[src/hdl/olir_pkg.sv]
// Shared types and codes for the ordered list insert and remove core.
package olir_pkg;

	localparam int VALUE_W = 32;

	typedef enum logic [1:0] {
		OP_INS_FRONT = 2'd0,
		OP_INS_BACK  = 2'd1,
		OP_REMOVE    = 2'd2,
		OP_READ_ALL  = 2'd3
	} opcode_t;

	typedef enum logic [1:0] {
		STAT_OK        = 2'd0,
		STAT_FULL      = 2'd1,
		STAT_NOT_FOUND = 2'd2
	} status_t;

	typedef enum logic [2:0] {
		CMD_HOLD,
		CMD_PUSH,
		CMD_WRITE,
		CMD_DROP,
		CMD_ROTATE
	} cell_cmd_t;

	typedef struct packed {
		cell_cmd_t cmd;
		logic      sel;
	} cell_ctrl_t;

	typedef struct packed {
		logic [1:0]                 opcode;
		logic signed [VALUE_W-1:0]  operand_value;
	} req_t;

	typedef struct packed {
		logic [1:0]                 status;
		logic signed [VALUE_W-1:0]  element_value;
		logic [3:0]                 element_index;
		logic                       has_element;
		logic [4:0]                 element_count;
		logic                       last;
	} res_t;

endpackage

[src/hdl/olir_cell.sv]
// One storage cell of the list chain, moving its value to or from its neighbours.
module olir_cell (
	input  logic                              clk,
	input  olir_pkg::cell_ctrl_t              ctrl,
	input  logic signed [olir_pkg::VALUE_W-1:0] left,
	input  logic signed [olir_pkg::VALUE_W-1:0] right,
	input  logic signed [olir_pkg::VALUE_W-1:0] head,
	input  logic signed [olir_pkg::VALUE_W-1:0] operand,
	output logic signed [olir_pkg::VALUE_W-1:0] value
);

	logic signed [olir_pkg::VALUE_W-1:0] value_q;

	always_ff @(posedge clk) begin
		case (ctrl.cmd)
			olir_pkg::CMD_PUSH: begin
				value_q <= left;
			end
			olir_pkg::CMD_WRITE: begin
				if (ctrl.sel) begin
					value_q <= operand;
				end
			end
			olir_pkg::CMD_DROP: begin
				value_q <= right;
			end
			// The tail cell takes the front value, so the list turns round by one.
			olir_pkg::CMD_ROTATE: begin
				value_q <= ctrl.sel ? head : right;
			end
			default: begin
				value_q <= value_q;
			end
		endcase
	end

	assign value = value_q;

endmodule

[src/hdl/ordered_list_insert_remove_core.sv]
// Top level of the ordered list core: cell chain and its sequencer.
// The list lives in a chain of CAPACITY cells, front in cell 0. An insert at
// the front or back is applied at the edge that takes it, unless the list is
// full, and its result is registered at the same edge. A remove turns the
// chain round once after the cycle that takes it, each element passing the
// front cell where it is compared, and the first match is dropped instead of
// going to the back. A read out also turns the chain once after the cycle that
// takes it, giving one result a cycle for the first sixteen elements while
// the receiver does not stall. A read out of an empty list or a remove on an
// empty list is answered straight from the idle state. A new request is taken
// only when the previous one is finished and the result register is free or
// being emptied, so each stall of the receiver on a result holds the core
// back.
module ordered_list_insert_remove_core #(
	parameter int CAPACITY = 16
) (
	input  logic             clk,
	input  logic             arst_n,
	input  logic             req_valid,
	output logic             req_stall,
	input  olir_pkg::req_t   req,
	output logic             res_valid,
	input  logic             res_stall,
	output olir_pkg::res_t   res
);

	localparam int CNT_W = $clog2(CAPACITY + 1);

	typedef enum logic [1:0] {
		ST_IDLE,
		ST_SCAN,
		ST_READ
	} state_t;

	state_t                              state_q, state_n;
	logic [CNT_W-1:0]                    count_q, count_n;
	logic [CNT_W-1:0]                    rem_q, rem_n;
	logic [CNT_W-1:0]                    step_q, step_n;
	logic                                found_q, found_n;
	logic signed [olir_pkg::VALUE_W-1:0] match_q, match_n;
	logic                                res_valid_q;
	olir_pkg::res_t                      res_q, res_n;
	logic                                load;
	logic                                can_load;
	logic                                accept;
	logic                                hit;
	logic                                emit;
	olir_pkg::cell_cmd_t                 cmd;
	logic [CNT_W-1:0]                    tail;
	logic [CNT_W+3:0]                    step_ext;

	logic signed [olir_pkg::VALUE_W-1:0] cell_val [CAPACITY];
	olir_pkg::cell_ctrl_t                cell_ctrl [CAPACITY];
	logic signed [olir_pkg::VALUE_W-1:0] head;

	assign head      = cell_val[0];
	assign tail      = count_q - CNT_W'(1);
	assign can_load  = !res_valid_q || !res_stall;
	assign req_stall = !((state_q == ST_IDLE) && can_load);
	assign accept    = req_valid && !req_stall;
	assign hit       = !found_q && (head == match_q);
	assign step_ext  = {4'b0, step_q};
	assign emit      = step_ext < (CNT_W + 4)'(16);

	for (genvar i = 0; i < CAPACITY; i++) begin : g_cell
		logic                                at_count;
		logic                                at_tail;
		logic signed [olir_pkg::VALUE_W-1:0] left;
		logic signed [olir_pkg::VALUE_W-1:0] right;

		assign at_count = (count_q == CNT_W'(i));
		assign at_tail  = (tail == CNT_W'(i));
		assign cell_ctrl[i].cmd = cmd;
		assign cell_ctrl[i].sel = (cmd == olir_pkg::CMD_WRITE) ? at_count : at_tail;

		if (i == 0) begin : g_first
			assign left = req.operand_value;
		end else begin : g_mid_left
			assign left = cell_val[i-1];
		end
		if (i == CAPACITY - 1) begin : g_last
			assign right = head;
		end else begin : g_mid_right
			assign right = cell_val[i+1];
		end

		olir_cell u_cell (
			.clk     (clk),
			.ctrl    (cell_ctrl[i]),
			.left    (left),
			.right   (right),
			.head    (head),
			.operand (req.operand_value),
			.value   (cell_val[i])
		);
	end

	always_comb begin
		cmd     = olir_pkg::CMD_HOLD;
		load    = 1'b0;
		res_n   = '0;
		state_n = state_q;
		count_n = count_q;
		rem_n   = rem_q;
		step_n  = step_q;
		found_n = found_q;
		match_n = match_q;
		case (state_q)
			ST_IDLE: begin
				if (accept) begin
					res_n.last = 1'b1;
					case (req.opcode) inside
						olir_pkg::OP_INS_FRONT, olir_pkg::OP_INS_BACK: begin
							load = 1'b1;
							if (count_q != CNT_W'(CAPACITY)) begin
								cmd = (req.opcode == olir_pkg::OP_INS_FRONT) ?
									olir_pkg::CMD_PUSH : olir_pkg::CMD_WRITE;
								count_n = count_q + CNT_W'(1);
								res_n.status = olir_pkg::STAT_OK;
							end else begin
								res_n.status = olir_pkg::STAT_FULL;
							end
							res_n.element_count = 5'({5'b0, count_n});
						end
						olir_pkg::OP_REMOVE: begin
							if (count_q == '0) begin
								load = 1'b1;
								res_n.status = olir_pkg::STAT_NOT_FOUND;
							end else begin
								state_n = ST_SCAN;
								rem_n   = count_q;
								found_n = 1'b0;
								match_n = req.operand_value;
							end
						end
						default: begin
							if (count_q == '0) begin
								load = 1'b1;
								res_n.status = olir_pkg::STAT_OK;
							end else begin
								state_n = ST_READ;
								step_n  = '0;
							end
						end
					endcase
				end
			end
			ST_SCAN: begin
				if ((rem_q != CNT_W'(1)) || can_load) begin
					cmd   = hit ? olir_pkg::CMD_DROP : olir_pkg::CMD_ROTATE;
					rem_n = rem_q - CNT_W'(1);
					if (hit) begin
						count_n = count_q - CNT_W'(1);
						found_n = 1'b1;
					end
					if (rem_q == CNT_W'(1)) begin
						load    = 1'b1;
						state_n = ST_IDLE;
						res_n.status = (found_q || hit) ? olir_pkg::STAT_OK :
							olir_pkg::STAT_NOT_FOUND;
						res_n.element_count = 5'({5'b0, count_n});
						res_n.last = 1'b1;
					end
				end
			end
			ST_READ: begin
				if (!emit || can_load) begin
					cmd = olir_pkg::CMD_ROTATE;
					if (emit) begin
						load = 1'b1;
						res_n.status        = olir_pkg::STAT_OK;
						res_n.element_value = head;
						res_n.element_index = 4'({4'b0, step_q});
						res_n.has_element   = 1'b1;
						res_n.element_count = 5'({5'b0, count_q});
						res_n.last = (step_q == tail) ||
							(step_ext == (CNT_W + 4)'(15));
					end
					if (step_q == tail) begin
						state_n = ST_IDLE;
					end else begin
						step_n = step_q + CNT_W'(1);
					end
				end
			end
			default: begin
				state_n = ST_IDLE;
			end
		endcase
	end

	always_ff @(posedge clk or negedge arst_n) begin
		if (!arst_n) begin
			state_q     <= ST_IDLE;
			count_q     <= '0;
			rem_q       <= '0;
			step_q      <= '0;
			found_q     <= 1'b0;
			res_valid_q <= 1'b0;
		end else begin
			state_q <= state_n;
			count_q <= count_n;
			rem_q   <= rem_n;
			step_q  <= step_n;
			found_q <= found_n;
			if (load) begin
				res_valid_q <= 1'b1;
			end else if (!res_stall) begin
				res_valid_q <= 1'b0;
			end
		end
	end

	always_ff @(posedge clk) begin
		match_q <= match_n;
		if (load) begin
			res_q <= res_n;
		end
	end

	assign res_valid = res_valid_q;
	assign res       = res_q;

endmodule

[config.mk]
export PLATFORM = sky130hd
export DESIGN_NAME = ordered_list_insert_remove_core
export DESIGN_NICKNAME = d
export VERILOG_FILES = /design/src/hdl/olir_pkg.sv /design/src/hdl/olir_cell.sv /design/src/hdl/ordered_list_insert_remove_core.sv
export SDC_FILE = /design/constraint.sdc
export NUM_CORES = 1
export LEC_CHECK = 0
export BUFFER_PORTS_ARGS = -buffer_cell sky130_fd_sc_hd__buf_2
export CELL_PAD_IN_SITES_DETAIL_PLACEMENT = 1
export CELL_PAD_IN_SITES_GLOBAL_PLACEMENT = 1
export CORE_MARGIN = 2
export CORE_UTILIZATION = 45
export DETAILED_ROUTE_END_ITERATION = 10
export PLACE_DENSITY_LB_ADDON = 0.1
export RECOVER_POWER = 25
export SETUP_SLACK_MARGIN = 0.2
export SYNTH_ARGS = -nofsm -noshare
export SYNTH_HDL_FRONTEND = slang
export SYNTH_HIERARCHICAL = 1
export SYNTH_SLANG_ARGS = --single-unit
[constraint.sdc]
create_clock -name clk -period 12.4 [get_ports clk]
set_input_delay 3.1 -clock clk [delete_from_list [all_inputs] [get_ports clk]]
set_output_delay 3.1 -clock clk [all_outputs]
set_load 0.05 [all_outputs]
Word level (Yosys, flattened, before mapping) --
Index checks and enable logic that the tools add are counted.
Word-level totals: register bits after elaboration 608, input bits 38, output and inout bits 47, word-level logic and storage cells 290
Operators by class: add/subtract/negate cells 4, $lt $le $gt $ge 1, equality and inequality tests 74, mux-type cells 133, bitwise operators 2, reduce and logical (&&, ||, !) cells 47
Operators by type and width (count):
- one-hot mux 32 bit (4 select lines) | 15
- two-way mux 32 bit | 31
- one-hot mux 32 bit (3 select lines) | 1
- equality test 5 x 4 -> 1 bit (second input constant) | 17
- two-way mux 5 bit | 17
- equality test 5 x 3 -> 1 bit (second input constant) | 8
- two-way mux 2 bit | 20
- != test 2 x 1 -> 1 bit (second input constant) | 18
- equality test 32 bit | 1
- two-way mux 1 bit | 32
- AND reduction 2 bit | 16
- one-hot mux 5 bit (2 select lines) | 3
- two-way mux 6 bit | 4
- != test 2 bit (second input constant) | 12
- AND reduction 7 bit | 3
- equality test 5 x 2 -> 1 bit (second input constant) | 4
- one-hot mux 6 bit (3 select lines) | 1
- equality test 5 x 1 -> 1 bit (second input constant) | 3
- one-hot mux 2 bit (3 select lines) | 2
- adder 5 x 1 -> 5 bit (second input constant) | 2
- zero test 5 bit | 2
- subtractor 5 x 1 -> 5 bit (second input constant) | 2
- two-way mux 3 bit | 3
- one-hot mux 3 bit (3 select lines) | 1
- 25 further kinds | 43

Logic depth before layout (Yosys ltp) --
Gate-level depths: netlist of the first run.
depth after elaboration 10, depth in mapped cells 15, gate-level depth less buffers 11

By module --
The synthesis of the first run kept the hierarchy.
By module, submodules not included:
- olir_cell | instances 16, cells an instance 193, area each 2197.1 um2
- ordered_list_insert_remove_core | instances 1, cells an instance 430, area each 4893.4 um2

Worst setup path before layout of the first run --
Ideal clock, no wire load.
path type input -> register, start point input res_stall, end point register g_cell[0].u_cell.value_q, in the netlist g_cell[0].u_cell/value[0] (enable), library setup time 0.421 ns, data arrival time 11.315 ns, slack 0.664 ns, stages 4, path buffers 0, cells stage by stage a41o_1 > o21ai_0 > a211oi_1 > nor2_1
RTL lines:
- start, declared | RTL line ordered_list_insert_remove_core.sv:23 | input logic res_stall,
- end signal, assigned | RTL line olir_cell.sv:17 | value_q <= left;
- end signal, assigned | RTL line olir_cell.sv:21 | value_q <= operand;
- end signal, assigned | RTL line olir_cell.sv:25 | value_q <= right;
- end, declared | RTL line olir_cell.sv:12 | logic signed [olir_pkg::VALUE_W-1:0] value_q;

==> out/results.tsv, run 1 <==
stage	metric	value	unit
sta	Setup TNS Final	0	ns
placed_design	Placement Cell Area	0.0411	mm²
cts	root buffer cell	clkbuf_16	
finish	post-layout instance area	0.0432	mm²
sta	actual slew at the worst max-slew pin	3.58	ns
detailed_routing	antenna viol nets, final	0	
cts	H-tree Lvls	3	
cts	CTS Buffer Depth	3	
detailed_routing	via count	31400	
global_route	number of global-route vias before repair	32500	
cts	CTS tree	built	
sta	RSZ-0062 raised after global routing	false	
worst_setup_path	flop2flop setup slack	3.65	ns
logic_synthesis	share of the synthesized area in the top cell type	44.2	%
cts	post-cts resize count	0	
finish	layout cells sized above 1	9.67	%
detailed_routing	detailed-router iteration count before antenna repair	5	
finish	Layout area overhead	8.00	%
logic_synthesis	sequential area share after synthesis	45.4	%
worst_setup_path	Critical Path AT	9.57	ns
detailed_routing	Routed wire per std cell	30.3	µm
logic_synthesis	#FFs+latches synth	608	
floorplanning	Die X	302	µm
min_path	hold wc startpoint	rem_q[0]	
logic_synthesis	synth top area cells	edfxtp_1, mux2i_1, o22ai_1	
cts	Setup Fix Bufs, Post-CTS	0	
detailed_routing	initial DRC count	2602	
sta	crit path time final	9.21	ns
power	pwr dens	310	mW/mm²
sta	fmax	0.109	GHz
logic_synthesis	Syn Area/Cell	11.4	µm²
global_route	GRT Util Overall	30.5	%
floorplanning	Ports	85	
worst_setup_path	Setup crit start kind	input port	
detailed_routing	Remaining DRCs	0	
detailed_routing	Detailed Route WL	141000	µm
floorplanning	Initial Util	45.4	%
sta	Worst Slack Setup Final	3.19	ns
sta	endpoints failing setup	0	
logic_synthesis	synth cell count leaders	mux2i_1, edfxtp_1, o22ai_1, a21o_1, nor3_1	
global_route	aggregate global routing overflow	0	
power	total power	13.4	mW
placed_design	gpl congestion	0.869	
global_route	largest net degree at the start of global routing	143	
logic_synthesis	asr flop ratio synth	3.13	%
worst_setup_path	crit path max fanout	70	
worst_setup_path	FF-to-FF End	g_cell[14].u_cell/value[25]	
logic_synthesis	mapped cell area	0.0400	mm²
cts	Clock transition at path regs	0.06	ns
sta	fin crit share	74.3	%
logic_synthesis	post-synth cell types	58	
logic_synthesis	post-synthesis cell count	3518	
cts	Sink Count	608	
logic_synthesis	post-synth top area cell	edfxtp_1	
finish	# nets final	3490	
power	Leak	14.8	nW
floorplanning	row count	109	
sta	Hold Violations, Final	0	
floorplanning	Die Span Y	302	µm
finish	final core occ	49.0	%
floorplanning	die area	0.0914	mm²
power	Worst VDD drop	0.185	mV
run_status	failing checks	capacitance limit, slew limit	
worst_setup_path	Worst setup EP type	flop	
sta	skew final	0.0265	ns
floorplanning	Core ar.	0.0882	mm²
sta	Max Slew Vio Count	373	
logic_synthesis	Main synth FF type	edfxtp_1	
global_route	initial antenna violation count	13	
global_route	first-pass GRT wire length	214000	µm
min_path	Hold Path Sink	rem_q[0]	
logic_synthesis	Mapped Nets	3565	
cts	# hold bufs at CTS	0	
worst_setup_path	R2R cell count	10	
placed_design	I/O Buffers	84	
run	max_cap viols	12	
cts	Inserted Clock Buffers	75	
logic_synthesis	most frequent cell after synthesis	mux2i_1	
worst_setup_path	worst path required time	12.75	ns
sta	relative slew slack	-139	%
logic_synthesis	EDFF count, synth	589	
placed_design	pre-CTS WS	4.84	ns
worst_setup_path	CP Class	input port to flop	
worst_setup_path	r2r startpoint	g_cell[0].u_cell/value[27]	
placed_design	Final HPWL DP	93200	µm
min_path	Hold Path Class	flop to flop	
detailed_routing	Avg Vias per Cell	6.73	
cts	Worst-Skew Late Latency	0.63	ns
run_status	run status	finished, violations left	
finish	Fillers	9232	
min_path	Hold Path Stages	1	
logic_synthesis	Yosys warning total	6	
-- power by group --
part | leakage (nW) | switching, mW | internal (mW) | total [mW]
clock | 1.10 | 0.900 | 1.19 | 2.09
combinational | 7.87 | 3.65 | 2.31 | 5.96
sequential | 5.86 | 1.29 | 4.06 | 5.35
total | 14.8 | 5.85 | 7.56 | 13.4
-- how the worst max path moves through the flow --
stage | from | to | slack, ns | cells past startpoint
after floorplan | res_stall | g_cell[0].u_cell/value[0] | 0.66 | 4
after global placement | res_stall | g_cell[12].u_cell/value[27] | 4.95 | 9
after detailed placement | res_stall | g_cell[11].u_cell/value[22] | 4.84 | 9
after CTS | res_stall | req_stall | 5.37 | 4
after global routing | res_stall | g_cell[14].u_cell/value[15] | 2.67 | 10
final | res_stall | g_cell[14].u_cell/value[25] | 3.19 | 10
-- per-stage QoR --
stage / cells / hold WS (ns)
2_1_floorplan: 3518 / 0.477
3_3_place_gp: 4531 / 0.505
3_5_place_dp: 4531 / 0.515
4_1_cts: 4660 / 0.523
5_1_grt: 4670 / 0.565
6_report: 4670 / 0.520
-- layout make-up --
type,count,area [µm²],share of cell area [%]
Inverter,13,48.8,0.113
Clock inverter,32,191,0.443
Timing Repair Buffer,158,887,2.05
Sequential cell,608,18200,42.0
Clock buffer,97,2040,4.73
Antenna cell,10,25.0,0.0579
Multi-Input combinational cell,2587,20400,47.2
Tap cell,1165,1460,3.37
-- cells in the final DEF (no fill, tap or decap), types with 20 or more instances in the layout --
| cell type | count |
|---|---|
| a21o_1 | 418 |
| o22ai_1 | 513 |
| mux2_2 | 97 |
| nor2_1 | 22 |
| nand2b_1 | 22 |
| clkbuf_16 | 79 |
| nor3_1 | 300 |
| buf_4 | 64 |
| edfxtp_1 | 589 |
| nor2b_1 | 20 |
| xor2_1 | 36 |
| clkbuf_1 | 105 |
| and2_0 | 30 |
| mux2i_1 | 836 |
| nand2_1 | 25 |
| a211oi_1 | 21 |
| nor2_4 | 33 |
-- state kept, by name, summed over array words and instances (netlist names) --
| register | count |
|---|---|
| res | 45 |
| found_q | 1 |
| count_q | 5 |
| match_q | 32 |
| rem_q | 5 |
| res_valid | 1 |
| step_q | 5 |
| state_q | 2 |
| g_cell.u_cell/value | 512 |
-- kinds of logic (layout without fill, tap and decap cells) --
group                    count (synthesis)  in the layout  share of synthesized area [%]
other                                    0             10                              0
flip-flops                             608            608                           45.4
adder cells (fa/ha/maj)                  9              9                          0.281
XOR/XNOR                                44             44                          0.962
AO/OA/AOI/OAI                         1029           1029                           17.5
AND/OR/NAND/NOR                        572            572                           7.95
buffers and inverters                  323            300                           4.31
multiplexers                           933            933                           23.6
-- worst max-delay path, stage by stage --
cell and delay [ns]:
clkbuf_1 0.09, a211oi_1 0.60, and4_1 0.41, nand2_1 0.26
o21ai_0 0.17, clkbuf_1 2.55, nand2b_1 1.02, clkbuf_1 0.86
nor3_1 0.38, nor3_1 0.10
-- metal layers --
metal | routed length (µm) | global-route usage, % | part of all wire [%]
met5 | 17 | 0 | 0.012
met2 | 68400 | 50.7 | 48
met1 | 61600 | 41.3 | 44
met3 | 6850 | 3.02 | 4.8
met4 | 4640 | 11.5 | 3.3
Power figures use the tool's default switching activity.
==> run 2: changes to the inputs <==
==> constraint.sdc (replaced) <==
create_clock -name clk -period 8.75 [get_ports clk]
set_input_delay 2.1875 -clock clk [delete_from_list [all_inputs] [get_ports clk]]
set_output_delay 2.1875 -clock clk [all_outputs]
set_load 0.05 [all_outputs]
==> out/results.tsv, run 2 (synthesis results as in run 1) <==
stage	metric	value	unit
detailed_routing	detailed-router iteration count before antenna repair	5	
cts	Setup Fix Bufs, Post-CTS	0	
detailed_routing	Remaining DRCs	0	
detailed_routing	Detailed Route WL	145000	µm
finish	most frequent cells in the layout	mux2i_1, edfxtp_1, o22ai_1, a21o_1, nor3_1	
floorplanning	Die X	302	µm
global_route	GRT Util Overall	31.5	%
placed_design	Final HPWL DP	95400	µm
finish	final core occ	49.2	%
cts	Sink Count	608	
sta	Setup TNS Final	0	ns
cts	Worst-Skew Late Latency	0.66	ns
power	Worst VDD drop	0.339	mV
cts	CTS Buffer Depth	3	
floorplanning	row count	109	
power	Leak	14.9	nW
detailed_routing	Avg Vias per Cell	6.75	
sta	endpoints failing setup	0	
sta	RSZ-0062 raised after global routing	false	
finish	Storage cell area	0.0182	mm²
finish	Fillers	9197	
global_route	first-pass GRT wire length	219000	µm
worst_setup_path	worst path required time	8.96	ns
global_route	aggregate global routing overflow	0	
worst_setup_path	crit path max fanout	33	
cts	# hold bufs at CTS	0	
detailed_routing	initial DRC count	2755	
cts	Clock transition at path regs	0.05	ns
finish	layout cells sized above 1	9.82	%
finish	commonest non-fill, non-tap cell in the layout	mux2i_1	
worst_setup_path	CP Class	input port to flop	
min_path	Hold Path Class	flop to flop	
floorplanning	Core ar.	0.0882	mm²
finish	area of the multi-input gates	0.0204	mm²
worst_setup_path	Setup crit start kind	input port	
sta	crit path time final	7.29	ns
finish	post-layout instance area	0.0434	mm²
run_status	failing checks	capacitance limit, slew limit	
run	max_cap viols	18	
placed_design	I/O Buffers	84	
global_route	initial antenna violation count	7	
floorplanning	Die Span Y	302	µm
floorplanning	die area	0.0914	mm²
detailed_routing	Routed wire per std cell	31.1	µm
global_route	largest net degree at the start of global routing	114	
placed_design	Placement Cell Area	0.0412	mm²
floorplanning	Initial Util	45.4	%
floorplanning	Ports	85	
sta	Max Slew Vio Count	411	
sta	relative slew slack	-98.8	%
sta	actual slew at the worst max-slew pin	2.97	ns
power	pwr dens	443	mW/mm²
finish	number of flip-flops in the largest register	512	
cts	root buffer cell	clkbuf_16	
sta	fin crit share	83.3	%
finish	# nets final	3495	
global_route	number of global-route vias before repair	33100	
sta	fmax	0.137	GHz
worst_setup_path	Worst setup EP type	flop	
finish	Layout area overhead	8.38	%
cts	post-cts resize count	0	
sta	Hold WS	0.536	ns
cts	H-tree Lvls	3	
worst_setup_path	Critical Path AT	7.50	ns
run_status	run status	finished, violations left	
cts	Inserted Clock Buffers	76	
sta	Hold Violations, Final	0	
sta	skew final	0.0302	ns
cts	CTS tree	built	
detailed_routing	antenna viol nets, final	0	
placed_design	gpl congestion	0.847	
detailed_routing	via count	31600	
## run 2: cell types whose count changed in the layout (fill, tap and decap cells not counted), sizes merged
cell / delta
buf: +6
inv: +2
clkinv: -6
clkinvlp: +2
diode: -5
bufinv: +4
clkbuf: +1
## run 2: critical path, cell delays in order
cell	delay (ns)
clkbuf_1	0.11
a211oi_1	0.60
and4_1	0.42
nand2_1	0.29
nor3_1	0.21
a31oi_1	0.06
buf_4	0.23
nor3_1	0.18
clkbuf_2	0.84
a211oi_1	0.20
nor2_1	2.11
## run 2: path summary, 6_finish.rpt
kind                                                 start                         end  slack [ns]  depth (start not counted)
worst max register to register  g_cell[0].u_cell/value[29]  g_cell[9].u_cell/value[23]        1.65                         10
max in group asynchronous                           arst_n                   step_q[1]        6.30                          1
min in group asynchronous                           arst_n                    rem_q[3]        1.76                          1
worst max-delay path                             res_stall  g_cell[10].u_cell/value[2]        1.46                         11
worst min register to register                    rem_q[0]                    rem_q[0]        0.54                          1
worst min-delay path                              rem_q[0]                    rem_q[0]        0.54                          1
## run 2: layout make-up
| type | instances | share of cell area, % |
|---|---|---|
| Inverter | 13 | 0.112 |
| Timing Repair Buffer | 162 | 2.20 |
| Tap cell | 1165 | 3.36 |
| Sequential cell | 608 | 41.8 |
| Clock inverter | 34 | 0.784 |
| Clock buffer | 100 | 4.64 |
| Antenna cell | 5 | 0.0288 |
| Multi-Input combinational cell | 2587 | 47.0 |
## run 2: per-layer routing
layer	global-route usage, %	part of all wire, %	wire length (µm)
met3	4.20	5.5	8050
met1	42.3	43	63100
met5	0	0	0
met4	11.7	3.6	5220
met2	52.0	47	68800
## run 2: where the power goes
part / total [mW] / internal [mW] / switching, mW
logic: 8.47 / 3.25 / 5.21
clock network: 3.11 / 1.79 / 1.31
registers: 7.65 / 5.77 / 1.88
## run 2: stage by stage
step	setup WS [ns]	cells	power [mW]
3_3_place_gp	2.48	4535	15.6
3_5_place_dp	2.40	4535	16.0
6_report	1.46	4674	19.2
5_1_grt	1.08	4674	20.2
2_1_floorplan	0.287	3518	13.0
4_1_cts	2.41	4669	19.2
